## config.mk

```make
export PLATFORM = sky130hd
export DESIGN_NAME = psa_div
export DESIGN_NICKNAME = d
export VERILOG_FILES = /design/src/psa_pkg.sv /design/src/psa_div.sv
export SDC_FILE = /design/constraint.sdc
export NUM_CORES = 2
export LEC_CHECK = 0
export ABC_CLOCK_PERIOD_IN_PS = 8400
export BUFFER_PORTS_ARGS = -buffer_cell sky130_fd_sc_hd__buf_4
export CAP_MARGIN = 10
export CORE_UTILIZATION = 30
export CTS_CLUSTER_SIZE = 16
export DETAILED_ROUTE_END_ITERATION = 7
export HOLD_SLACK_MARGIN = 0.08
export SETUP_SLACK_MARGIN = 0.05
export SLEW_MARGIN = 20
export SYNTH_ARGS = -nofsm -noshare
export SYNTH_HDL_FRONTEND = slang
export SYNTH_SLANG_ARGS = --single-unit
```

## constraint.sdc

```tcl
create_clock -name i_clk -period 8.4 [get_ports i_clk]
set_input_delay 1.68 -clock i_clk [delete_from_list [all_inputs] [get_ports i_clk]]
set_output_delay 1.68 -clock i_clk [all_outputs]
set_load 0.02 [all_outputs]
```

## src/psa_pkg.sv

```systemverilog
// Shared types and constants of the pixel saturation adjust unit.
`timescale 1ns / 1ps
package psa_pkg;

    // Configuration register indexes.
    localparam logic REG_GAIN = 1'b0;
    localparam logic REG_INC  = 1'b1;

    // Register widths and reset values.
    localparam int GAIN_W = 10;
    localparam int INC_W  = 11;
    localparam logic [GAIN_W-1:0] GAIN_RESET = 10'd666;
    localparam logic [INC_W-1:0]  INC_RESET  = 11'd922;

    // Fixed-point constants: full scale 510 in Q.8 and one in Q.10.
    localparam logic signed [20:0] FULL_Q8 = 21'sd130560;
    localparam logic signed [12:0] ONE_Q10 = 13'sd1024;

    // Datapath widths.
    localparam int T_W   = 18;  // scaled channel, Q.8
    localparam int SUM_W = 20;  // max + min
    localparam int OP_W  = 21;  // signed multiplier operand
    localparam int P_W   = 42;  // signed product
    localparam int NUM_W = 48;  // rounding numerator
    localparam int DEN_W = 27;  // denominator
    localparam int DVS_W = 28;  // doubled denominator
    localparam int REM_W = 36;  // division remainder

    // Input and output words.
    typedef struct packed {
        logic [7:0] blue_in;
        logic [7:0] green_in;
        logic [7:0] red_in;
    } t_pix_in;

    typedef struct packed {
        logic [7:0] blue_out;
        logic [7:0] green_out;
        logic [7:0] red_out;
    } t_pix_out;

    // Front end to operand mixer.
    typedef struct packed {
        logic [SUM_W-1:0]        sum;
        logic [T_W-1:0]          spread;
        logic [OP_W-1:0]         dms;
        logic                    inf;
        logic                    use_s;
        logic [2:0][T_W:0]       tt;
        logic [2:0][OP_W-1:0]    d;
    } t_front;

    // Operand mixer to divider.
    typedef struct packed {
        logic [2:0][NUM_W-1:0] num;
        logic [DVS_W-1:0]      dvs;
    } t_divin;

endpackage

```

## src/psa_div.sv

```systemverilog
// Pipelined restoring divider with clamp to 0..255: a clamp stage, then one quotient bit a stage.
`timescale 1ns / 1ps
module psa_div (
    input  logic            i_clk,
    input  logic            i_rst_n,
    input  logic            i_valid,
    output logic            o_ready,
    input  psa_pkg::t_divin i_data,
    output logic            o_valid,
    input  logic            i_ready,
    output psa_pkg::t_pix_out o_pix
);
    localparam int NS = 9;

    logic [NS-1:0] r_v;
    logic [NS:0]   w_rdy;
    logic [psa_pkg::REM_W-1:0] r_rem [NS][3];
    logic [7:0]                r_q   [NS][3];
    logic                      r_hi  [NS][3];
    logic [psa_pkg::DVS_W-1:0] r_dvs [NS];
    logic [7:0] w_res [3];

    assign w_rdy[NS] = i_ready;
    assign o_ready   = w_rdy[0];
    assign o_valid   = r_v[NS-1];

    genvar s;
    generate
        for (s = 0; s < NS; s++) begin : g_rdy
            assign w_rdy[s] = !r_v[s] || w_rdy[s+1];
        end
    endgenerate

    always_ff @(posedge i_clk) begin
        if (!i_rst_n) begin
            r_v <= '0;
        end else begin
            if (w_rdy[0]) r_v[0] <= i_valid;
            for (int k = 1; k < NS; k++) begin
                if (w_rdy[k]) r_v[k] <= r_v[k-1];
            end
        end
    end

    // Stage 0: negative clamps to zero, a quotient past 255 clamps high.
    always_ff @(posedge i_clk) begin
        if (w_rdy[0]) begin
            r_dvs[0] <= i_data.dvs;
            for (int c = 0; c < 3; c++) begin
                logic neg, big;
                neg = i_data.num[c][psa_pkg::NUM_W-1];
                big = !neg && (i_data.num[c] >= {12'd0, i_data.dvs, 8'd0});
                r_hi[0][c]  <= big;
                r_q[0][c]   <= '0;
                r_rem[0][c] <= (neg || big) ? '0 : i_data.num[c][psa_pkg::REM_W-1:0];
            end
        end
    end

    // Stages 1..8: one trial subtraction each, most significant bit first.
    generate
        for (s = 1; s < NS; s++) begin : g_step
            localparam int B = NS - 1 - s;
            always_ff @(posedge i_clk) begin
                if (w_rdy[s]) begin
                    r_dvs[s] <= r_dvs[s-1];
                    for (int c = 0; c < 3; c++) begin
                        logic [psa_pkg::REM_W-1:0] sh;
                        sh = psa_pkg::REM_W'(r_dvs[s-1]) << B;
                        r_hi[s][c] <= r_hi[s-1][c];
                        if (r_rem[s-1][c] >= sh) begin
                            r_rem[s][c] <= r_rem[s-1][c] - sh;
                            r_q[s][c]   <= r_q[s-1][c] | (8'd1 << B);
                        end else begin
                            r_rem[s][c] <= r_rem[s-1][c];
                            r_q[s][c]   <= r_q[s-1][c];
                        end
                    end
                end
            end
        end
    endgenerate

    // Final saturation.
    always_comb begin
        for (int c = 0; c < 3; c++) begin
            w_res[c] = r_hi[NS-1][c] ? 8'd255 : r_q[NS-1][c];
        end
    end

    assign o_pix.blue_out  = w_res[0];
    assign o_pix.green_out = w_res[1];
    assign o_pix.red_out   = w_res[2];

endmodule
```

==> impl_metrics.toml <==
[drt]
dr.pass1.iters = 7
wl_mm = 254
drtIter0Drc = 4840
drtAntennaViolNets = 0
avgRoutedWirePerCell_um = 21.3
drc = 0
dr_total_vias = 62845
vias_per_cell = 5.28

[synthesis]
post_synth.cell_area_avg_um2 = 10.2
yosysMostFrequentCell = "edfxtp_1"
syn_inst = 8075
ys_seq_elements = 1232
synth_top_cell_area_share_pct = 44.8
synth.net_count = 9028
synth_edf_count = 1223
yosysTopAreaCell = "edfxtp_1"
synth_cell_types = 112
yosysSeqAreaShare_pct = 45.0
synth.area.top_cells = "edfxtp_1, ha_1, a21oi_1"
ys.flop_type = "edfxtp_1"
ys_async_sr_fraction_pct = 0
synth_commonest_cells = "edfxtp_1, a21oi_1, ha_1"
synth_area_um2 = 82100
ys_warn_count = 0

[flow_run]
cap_violations = 0

[finish]
final_layout_size_suffix_gt1_share_pct = 8.44
utilization_pct = 34.0
n_fill_cell = 27147
area_delta_synth_final_pct = 12.4
nets = 9185

[worst_setup_path]
path_max_fanout = 7
arrival_ns = 3.77
cp-end-kind = "primary output"
critical_path.startpoint_type = "primary input"
cp.required_ns = 6.72
worst-setup-path-type = "in -> out"

[sta]
timing.final.crit_share_pct = 64.9
fin_crit_ns = 5.45
tightest_slew_ns = 1.20
setup_viol = 0
fin_setup_tns_ns = 0
fmax_ghz = 0.183
max_slew_margin_pct = 19.5
finalMaxSlewViolations = 0
rsz0062_at_grt = "no"
finClkSkew_ns = 0.0302
finalHoldViolCount = 0

[power]
irDropWorstVdd_v = 0.000154
p_per_area_nw_per_um2 = 208
p_leak_nw = 40.3

[cts]
clkLatencyLatePin_ns = 0.79
clock-root-buffer = "clkbuf_16"
htree_levels = 4
postCtsSetupBuffers = 0
ctsHoldBuffers = 0
path_clk_slew_ns = 0.05
clockBufferDepth = 3
ctsResizeCount = 0
cts_tree = "done"
cts_made_buffers = 135
cts_sinks = 1232

[floorplanning]
dieWidth_um = 525
start_util_pct = 30.2
dieArea_um2 = 276000
num_rows = 191
die_h_um = 525
coreArea_um2 = 271000
ioPinCount = 202

[grt]
grt_max_degree = 85
antenna_found_initial = 4
grt_pass1_vias = 62257
grt.overflow.total = 0
grt_pass1_wl_mm = 375
grt_util_all_layers_pct = 17.7

[placement]
io_buffers = 201
dp_hpwl_mm = 207
gp_congestion = 1.01

[status]
status = "finished clean"

[worst_hold_path]
hold_class = "reg -> reg"
-- cell type report --
cell class / instances / area [um^2] / area share [%]
multi-input cells: 6153 / 42600 / 46.2
well taps: 3570 / 4470 / 4.84
diodes: 2 / 5.00 / 0.00543
flip-flops and latches: 1232 / 36900 / 40.0
clock buffers: 161 / 3520 / 3.81
repair buffers: 251 / 1880 / 2.04
inverters: 459 / 1750 / 1.90
clock inverters: 84 / 1120 / 1.22
-- metal layers --
layer | wire (um) | global-route usage, % | vias to the layer above | part of all wire, %
met2 | 119000 | 30.1 | 2012 | 47
met1 | 113000 | 22.9 | 30009 | 44
met5 | 0 | 0 | - | 0
met3 | 11200 | 1.80 | 445 | 4.4
met4 | 11200 | 7.36 | 0 | 4.4
li1 | - | - | 30379 | -
-- where the power goes --
part	switching, W	internal, W
logic	0.00290	0.00191
clock network	0.00259	0.00368
registers	0.000462	0.00762
total	0.00595	0.0132
-- sequential cells by signal, indices dropped and copies added (netlist names) --
signal	flops
r_hi	27
r_rem	864
r_dvs	224
r_v	9
r_q	108
-- critical path, stage by stage --
cell,delay (ns)
buf_4,0.13
and4b_1,0.61
and4_4,0.41
and3_1,0.60
nand2_4,0.13
buf_4,0.19
-- worst paths after layout --
kind | slack (ns) | endpoint | depth (start not counted) | from
setup reg to reg | 3.43 | r_rem[1][47]$_DFFE_PP_ | 11 | r_dvs[0][1]$_DFFE_PP_
hold / removal | 0.42 | r_hi[7][0]$_DFFE_PP_ | 0 | r_hi[6][0]$_DFFE_PP_
hold reg to reg | 0.42 | r_hi[7][0]$_DFFE_PP_ | 0 | r_hi[6][0]$_DFFE_PP_
setup / recovery | 2.95 | o_ready | 6 | i_ready
-- placed cells by master (no fill, tap or decap), types with 151 or more instances in the layout --
| master | instances |
|---|---|
| xnor2_1 | 303 |
| a21o_1 | 347 |
| inv_1 | 447 |
| a21oi_1 | 790 |
| and2_1 | 151 |
| nor2_1 | 629 |
| ha_1 | 756 |
| edfxtp_1 | 1223 |
| xor2_1 | 242 |
| o21ai_0 | 553 |
| buf_4 | 251 |
| nand2_1 | 621 |
-- metrics by stage --
step           worst slack (ns)  instances  hold WS (ns)  instance area, um^2  total power [W]
6_report                   2.95      11912         0.417                92200           0.0192
5_1_grt                    2.90      11910         0.422                92200           0.0201
3_5_place_dp               2.96      11665         0.405                87600           0.0130
2_1_floorplan             0.897       8075         0.400                82100           0.0114
3_3_place_gp               2.95      11665         0.402                87600           0.0129
4_1_cts                    2.95      11910         0.418                92200           0.0193
-- logic make-up (layout without fill, tap and decap cells) --
logic type,count (synthesis),in the layout,synth area share (%)
adders and majority gates,777,777,12.0
buffers and inverters,690,955,3.35
DFF,1232,1232,45.0
muxes,122,122,1.70
xor gates and xnor gates,545,545,5.82
and+or+nand+nor,2298,2298,13.6
other,0,2,0
AOI/OAI and AO/OA,2411,2411,18.5
No activity file was read; power rests on OpenSTA's default activity.
