## config.mk

```make
export PLATFORM = sky130hd
export DESIGN_NAME = psa_front
export DESIGN_NICKNAME = d
export VERILOG_FILES = /design/src/psa_pkg.sv /design/src/psa_front.sv
export SDC_FILE = /design/constraint.sdc
export NUM_CORES = 2
export LEC_CHECK = 0
export BUFFER_PORTS_ARGS = -buffer_cell sky130_fd_sc_hd__buf_2
export CAP_MARGIN = 20
export CORE_ASPECT_RATIO = 1.75
export CORE_MARGIN = 2
export CORE_UTILIZATION = 35
export CTS_CLUSTER_DIAMETER = 150
export CTS_CLUSTER_SIZE = 28
export DETAILED_ROUTE_END_ITERATION = 8
export GPL_TIMING_DRIVEN = 0
export PLACE_DENSITY = 0.49
export SYNTH_ARGS = -nofsm -noshare
export SYNTH_HDL_FRONTEND = slang
export SYNTH_SLANG_ARGS = --single-unit
```

## constraint.sdc

```tcl
create_clock -name i_clk -period 9.7 [get_ports i_clk]
set_input_delay 0.485 -clock i_clk [delete_from_list [all_inputs] [get_ports i_clk]]
set_output_delay 0.485 -clock i_clk [all_outputs]
set_load 0.1 [all_outputs]
```

## src/psa_pkg.sv

```systemverilog
// Shared types and constants of the pixel saturation adjust unit.
`timescale 1ns / 1ps
package psa_pkg;

    // Configuration register indexes.
    localparam logic REG_GAIN = 1'b0;
    localparam logic REG_INC  = 1'b1;

    // Register widths and reset values.
    localparam int GAIN_W = 10;
    localparam int INC_W  = 11;
    localparam logic [GAIN_W-1:0] GAIN_RESET = 10'd666;
    localparam logic [INC_W-1:0]  INC_RESET  = 11'd922;

    // Fixed-point constants: full scale 510 in Q.8 and one in Q.10.
    localparam logic signed [20:0] FULL_Q8 = 21'sd130560;
    localparam logic signed [12:0] ONE_Q10 = 13'sd1024;

    // Datapath widths.
    localparam int T_W   = 18;  // scaled channel, Q.8
    localparam int SUM_W = 20;  // max + min
    localparam int OP_W  = 21;  // signed multiplier operand
    localparam int P_W   = 42;  // signed product
    localparam int NUM_W = 48;  // rounding numerator
    localparam int DEN_W = 27;  // denominator
    localparam int DVS_W = 28;  // doubled denominator
    localparam int REM_W = 36;  // division remainder

    // Input and output words.
    typedef struct packed {
        logic [7:0] blue_in;
        logic [7:0] green_in;
        logic [7:0] red_in;
    } t_pix_in;

    typedef struct packed {
        logic [7:0] blue_out;
        logic [7:0] green_out;
        logic [7:0] red_out;
    } t_pix_out;

    // Front end to operand mixer.
    typedef struct packed {
        logic [SUM_W-1:0]        sum;
        logic [T_W-1:0]          spread;
        logic [OP_W-1:0]         dms;
        logic                    inf;
        logic                    use_s;
        logic [2:0][T_W:0]       tt;
        logic [2:0][OP_W-1:0]    d;
    } t_front;

    // Operand mixer to divider.
    typedef struct packed {
        logic [2:0][NUM_W-1:0] num;
        logic [DVS_W-1:0]      dvs;
    } t_divin;

endpackage

```

## src/psa_front.sv

```systemverilog
// Front end: channel gain, min/max, saturation compare (three stages).
`timescale 1ns / 1ps
module psa_front (
    input  logic                         i_clk,
    input  logic                         i_rst_n,
    input  logic                         i_valid,
    output logic                         o_ready,
    input  psa_pkg::t_pix_in             i_pix,
    input  logic [psa_pkg::GAIN_W-1:0]   i_gain,
    input  logic signed [psa_pkg::INC_W-1:0] i_inc,
    output logic                         o_valid,
    input  logic                         i_ready,
    output psa_pkg::t_front              o_data
);
    logic [2:0] r_v;
    logic [3:0] w_rdy;
    logic [2:0][7:0] w_ch;
    logic [2:0][psa_pkg::T_W-1:0] r_t;

    logic [psa_pkg::T_W-1:0] w_mx, w_mn;
    logic [psa_pkg::SUM_W-1:0] w_sum;
    logic signed [20:0] w_d2, w_sum_s;
    logic [psa_pkg::SUM_W-1:0] w_dmin;
    logic [psa_pkg::SUM_W-1:0] r_sum;
    logic [psa_pkg::T_W-1:0] r_spread;
    logic [psa_pkg::SUM_W-1:0] r_dmin;
    logic r_inf;
    logic [2:0][psa_pkg::T_W:0] r_tt;
    logic [2:0][psa_pkg::OP_W-1:0] r_d;

    logic signed [12:0] w_om_full;
    logic [30:0] w_rhs, w_lhs;
    psa_pkg::t_front r_out;

    // Per-stage ready chain lets bubbles collapse.
    assign w_rdy[3] = i_ready;
    assign w_rdy[2] = !r_v[2] || w_rdy[3];
    assign w_rdy[1] = !r_v[1] || w_rdy[2];
    assign w_rdy[0] = !r_v[0] || w_rdy[1];
    assign o_ready  = w_rdy[0];
    assign o_valid  = r_v[2];
    assign o_data   = r_out;

    always_ff @(posedge i_clk) begin
        if (!i_rst_n) begin
            r_v <= '0;
        end else begin
            if (w_rdy[0]) r_v[0] <= i_valid;
            if (w_rdy[1]) r_v[1] <= r_v[0];
            if (w_rdy[2]) r_v[2] <= r_v[1];
        end
    end

    assign w_ch[0] = i_pix.blue_in;
    assign w_ch[1] = i_pix.green_in;
    assign w_ch[2] = i_pix.red_in;

    // Stage 0: scale each channel by the gain.
    always_ff @(posedge i_clk) begin
        if (w_rdy[0]) begin
            for (int c = 0; c < 3; c++) begin
                r_t[c] <= psa_pkg::T_W'(w_ch[c]) * psa_pkg::T_W'(i_gain);
            end
        end
    end

    // Stage 1: extremes, sum, spread, the smaller denominator, the zero flag and channel differences.
    always_comb begin
        w_mx = r_t[0];
        w_mn = r_t[0];
        for (int c = 1; c < 3; c++) begin
            if (r_t[c] > w_mx) w_mx = r_t[c];
            if (r_t[c] < w_mn) w_mn = r_t[c];
        end
        w_sum   = psa_pkg::SUM_W'(w_mx) + psa_pkg::SUM_W'(w_mn);
        w_sum_s = $signed({1'b0, w_sum});
        w_d2    = psa_pkg::FULL_Q8 - w_sum_s;
        w_dmin  = (w_d2 > 0 && w_d2 < w_sum_s) ? w_d2[psa_pkg::SUM_W-1:0] : w_sum;
    end

    always_ff @(posedge i_clk) begin
        if (w_rdy[1]) begin
            r_sum    <= w_sum;
            r_spread <= w_mx - w_mn;
            r_dmin   <= w_dmin;
            r_inf    <= (w_sum == '0) || (w_d2 == '0);
            for (int c = 0; c < 3; c++) begin
                r_tt[c] <= {r_t[c], 1'b0};
                r_d[c]  <= psa_pkg::OP_W'($signed({2'b00, r_t[c], 1'b0})
                           - $signed({1'b0, w_sum}));
            end
        end
    end

    // Stage 2: pick the saturation term or one minus the increment.
    always_comb begin
        w_om_full = psa_pkg::ONE_Q10 - 13'(i_inc);
        w_rhs = 31'(w_om_full[10:0]) * 31'(r_dmin);
        w_lhs = 31'({r_spread, 10'd0});
    end

    always_ff @(posedge i_clk) begin
        if (w_rdy[2]) begin
            r_out.sum    <= r_sum;
            r_out.spread <= r_spread;
            r_out.dms    <= psa_pkg::OP_W'($signed({1'b0, r_dmin})
                            - $signed({3'b000, r_spread}));
            r_out.inf    <= r_inf;
            r_out.use_s  <= w_lhs >= w_rhs;
            r_out.tt     <= r_tt;
            r_out.d      <= r_d;
        end
    end

endmodule

```

==> reports/summary.txt <==
final worst slack = 76.7 ps
setup violators final = 0
Hold Vio Cnt, Final = 0
Via density = 4.95
CTS tree = yes
Final #Nets = 4265
total routed wirelength = 102000 um
final core occ = 0.401
Synth Area per Inst = 10.7 um2
DR vias = 24000
# hold bufs at CTS = 0
vias in the first global route = 26100
initial core utilization = 0.352
slack of the worst reg-to-reg path = 80 ps
worst slew pin tran = 916 ps
# rows = 152
die height = 419 um
critical path's slowest cell = or4_4
worst-path maximum fanout = 10
die area = 101000 um2
storage element area = 11800 um2
Seq cells post-synth = 394
critical path type = reg2reg
Root Driver = clkbuf_16
synth warn = 0
sequential share of the synthesized area = 0.343
Syn Std Cell Area = 34400 um2
Slew Limit Fails = 0
Worst EP arrival = 9970 ps
core footprint = 97800 um2
Reg-to-Reg Start = r_t[21]$_DFFE_PP_
Post-DP HPWL = 83600 um
Final period util = 0.992
Top cell by count, worst path = buf_4
Req. time, crit path = 10050 ps
outcome = completed
max cap viols = 0
Area growth syn-to-layout = 14.0%
initial antenna violation count = 4
H-Tree Depth = 1
number of synthesized flops with an enable pin = 391
asr flop ratio synth = 0
Reg2Reg Depth = 45
worst slack, placed = -2960 ps
share of layout cells above drive strength 1 = 0.139
number of unique standard cell types used by synthesis = 81
worst stage delay on the critical path = 560 ps
Startpoint Class = register
Fmax = 104 MHz
headroom to the max-slew limit = 0.389
Clock Skews = 45.8 ps
DRC = 0
placed cell area = 37300 um2
die span in x = 241 um
multi-input combinational cell area = 21200 um2
Tmin final = 9620 ps
CTS max path bufs = 3
Avg WL per Cell = 21.1 um
Fill cells = 9741
IO Pins = 232
Critical R2R Capture = r_dmin[7]$_DFFE_PP_
Hold WC Path Type = in2reg
drt initial violations = 872
final setup TNS = 0 ps
Worst-Skew Late Latency = 600 ps
number of buffers created by CTS = 18
Final Wtd Congestion = 0.925
first-pass GRT wire length = 155000 um
largest net degree at the start of global routing = 88
crit path from = r_t[21]$_DFFE_PP_
total gr overflow = 0
Crit. End Element = register
Port Buffer Count = 208
RSZ-0062 raised after global routing = yes
Most used DFF post-synth = edfxtp_1
Post-Syn Instances = 3222
crit path to = r_dmin[7]$_DFFE_PP_
clock transition at the registers of the reported paths = 110 ps
clock sink count = 394
Pre-antenna DRT Iters = 5
design area = 39200 um2
Tot GR Track Use = 0.207
Antenna Nets Post-Route = 0
## timing repair
| item | 4_1_cts | 5_1_grt |
|---|---|---|
| setup endpoints to repair | 65 | 38 |
| cloned | 1 | 0 |
| gates resized for setup | 136 | 59 |
| pin swaps | 42 | 40 |
| buffers inserted | 51 | 21 |
## worst min-delay path by stage
stage | startpoint | to | slack (ps) | cells after the start
2_1_floorplan | r_tt[37]$_DFFE_PP_ | o_data[100]$_DFFE_PP_ | 400 | 0
3_3_place_gp | r_d[59]$_DFFE_PP_ | o_data[59]$_DFFE_PP_ | 400 | 0
3_5_place_dp | r_tt[42]$_DFFE_PP_ | o_data[105]$_DFFE_PP_ | 400 | 0
4_1_cts | i_rst_n | r_v[2]$_SDFFE_PN0P_ | 90 | 2
5_1_grt | i_rst_n | r_v[2]$_SDFFE_PN0P_ | 120 | 2
6_report | i_rst_n | r_v[2]$_SDFFE_PN0P_ | 130 | 2
## worst max-delay path: cells and delay by family (launching register included)
kind | cells | cell delay [ps]
buf+inv | 9 | 1350
flops | 1 | 500
simple gates | 12 | 2570
compound gates | 17 | 3180
xor+xnor | 1 | 130
fa+ha+maj | 4 | 1140
mux | 2 | 460
## cells by family (layout without fill, tap and decap cells)
logic type / after synthesis / count (layout) / share of synthesized area
xor+xnor: 150 / 150 / 0.0386
mux: 94 / 94 / 0.0281
compound gates: 425 / 425 / 0.0800
flops: 394 / 394 / 0.343
buf+inv: 589 / 901 / 0.0660
fa+ha+maj: 684 / 684 / 0.317
other cells: 1 / 6 / 0.000109
simple gates: 885 / 885 / 0.128
## final cells by class
cell class | instances | area share
diodes | 1 | 0.0000638
plain buffers | 114 | 0.0142
clock buffers | 25 | 0.0127
clock inverters | 1 | 0.000765
inverters | 473 | 0.0455
multi-input cells | 2243 | 0.539
flip-flops and latches | 394 | 0.301
well taps | 1309 | 0.0417
repair buffers | 288 | 0.0451
## routing by layer
metal  up-vias  part of all wire  GRT usage
met5         -           0.00020          0
met4         4             0.048     0.0879
met3       167             0.022     0.0149
met2       390              0.58      0.428
met1     12000              0.35      0.205
li1      11400                 -          -
## registers in the layout, indices dropped and copies added, names as in the netlist
register  count
r_tt         54
r_spread     18
r_v           3
r_dmin       19
r_inf         1
r_d          57
r_sum        18
r_t          54
o_data      170
## through the flow
step,cells,hold WS (ps)
after floorplan,3226,400
after global placement,4743,403
after detailed placement,4751,405
after CTS,4828,93.6
after global routing,4847,122
final,4848,128
## cell usage in the layout (no fill, tap or decap), drive strengths merged, types with 89 or more instances in the layout
master,count
xnor2,99
and2,187
fa,311
o21ai,89
inv,472
nor2,102
ha,373
a21oi,123
clkbuf,115
nand2,337
buf,312
edfxtp,391
## cell usage after synthesis (all sizes together) (21+ instances only)
library cell	number	area, um2
mux2i	74	741
nor3	50	250
nor2	102	390
a21boi	21	158
fa	311	6230
xor2	50	438
buf	21	139
nand3	37	185
and2	187	1170
ha	373	4670
edfxtp	391	11700
xnor2	99	867
o21ai	89	445
nor2b	37	231
and3	34	218
inv	472	1770
a21o	51	383
a21oi	123	619
nand2	337	1260
clkbuf	95	357
Power is not shown: default switching activity piles up to over one toggle a cycle in this logic, so the estimate is an artifact.
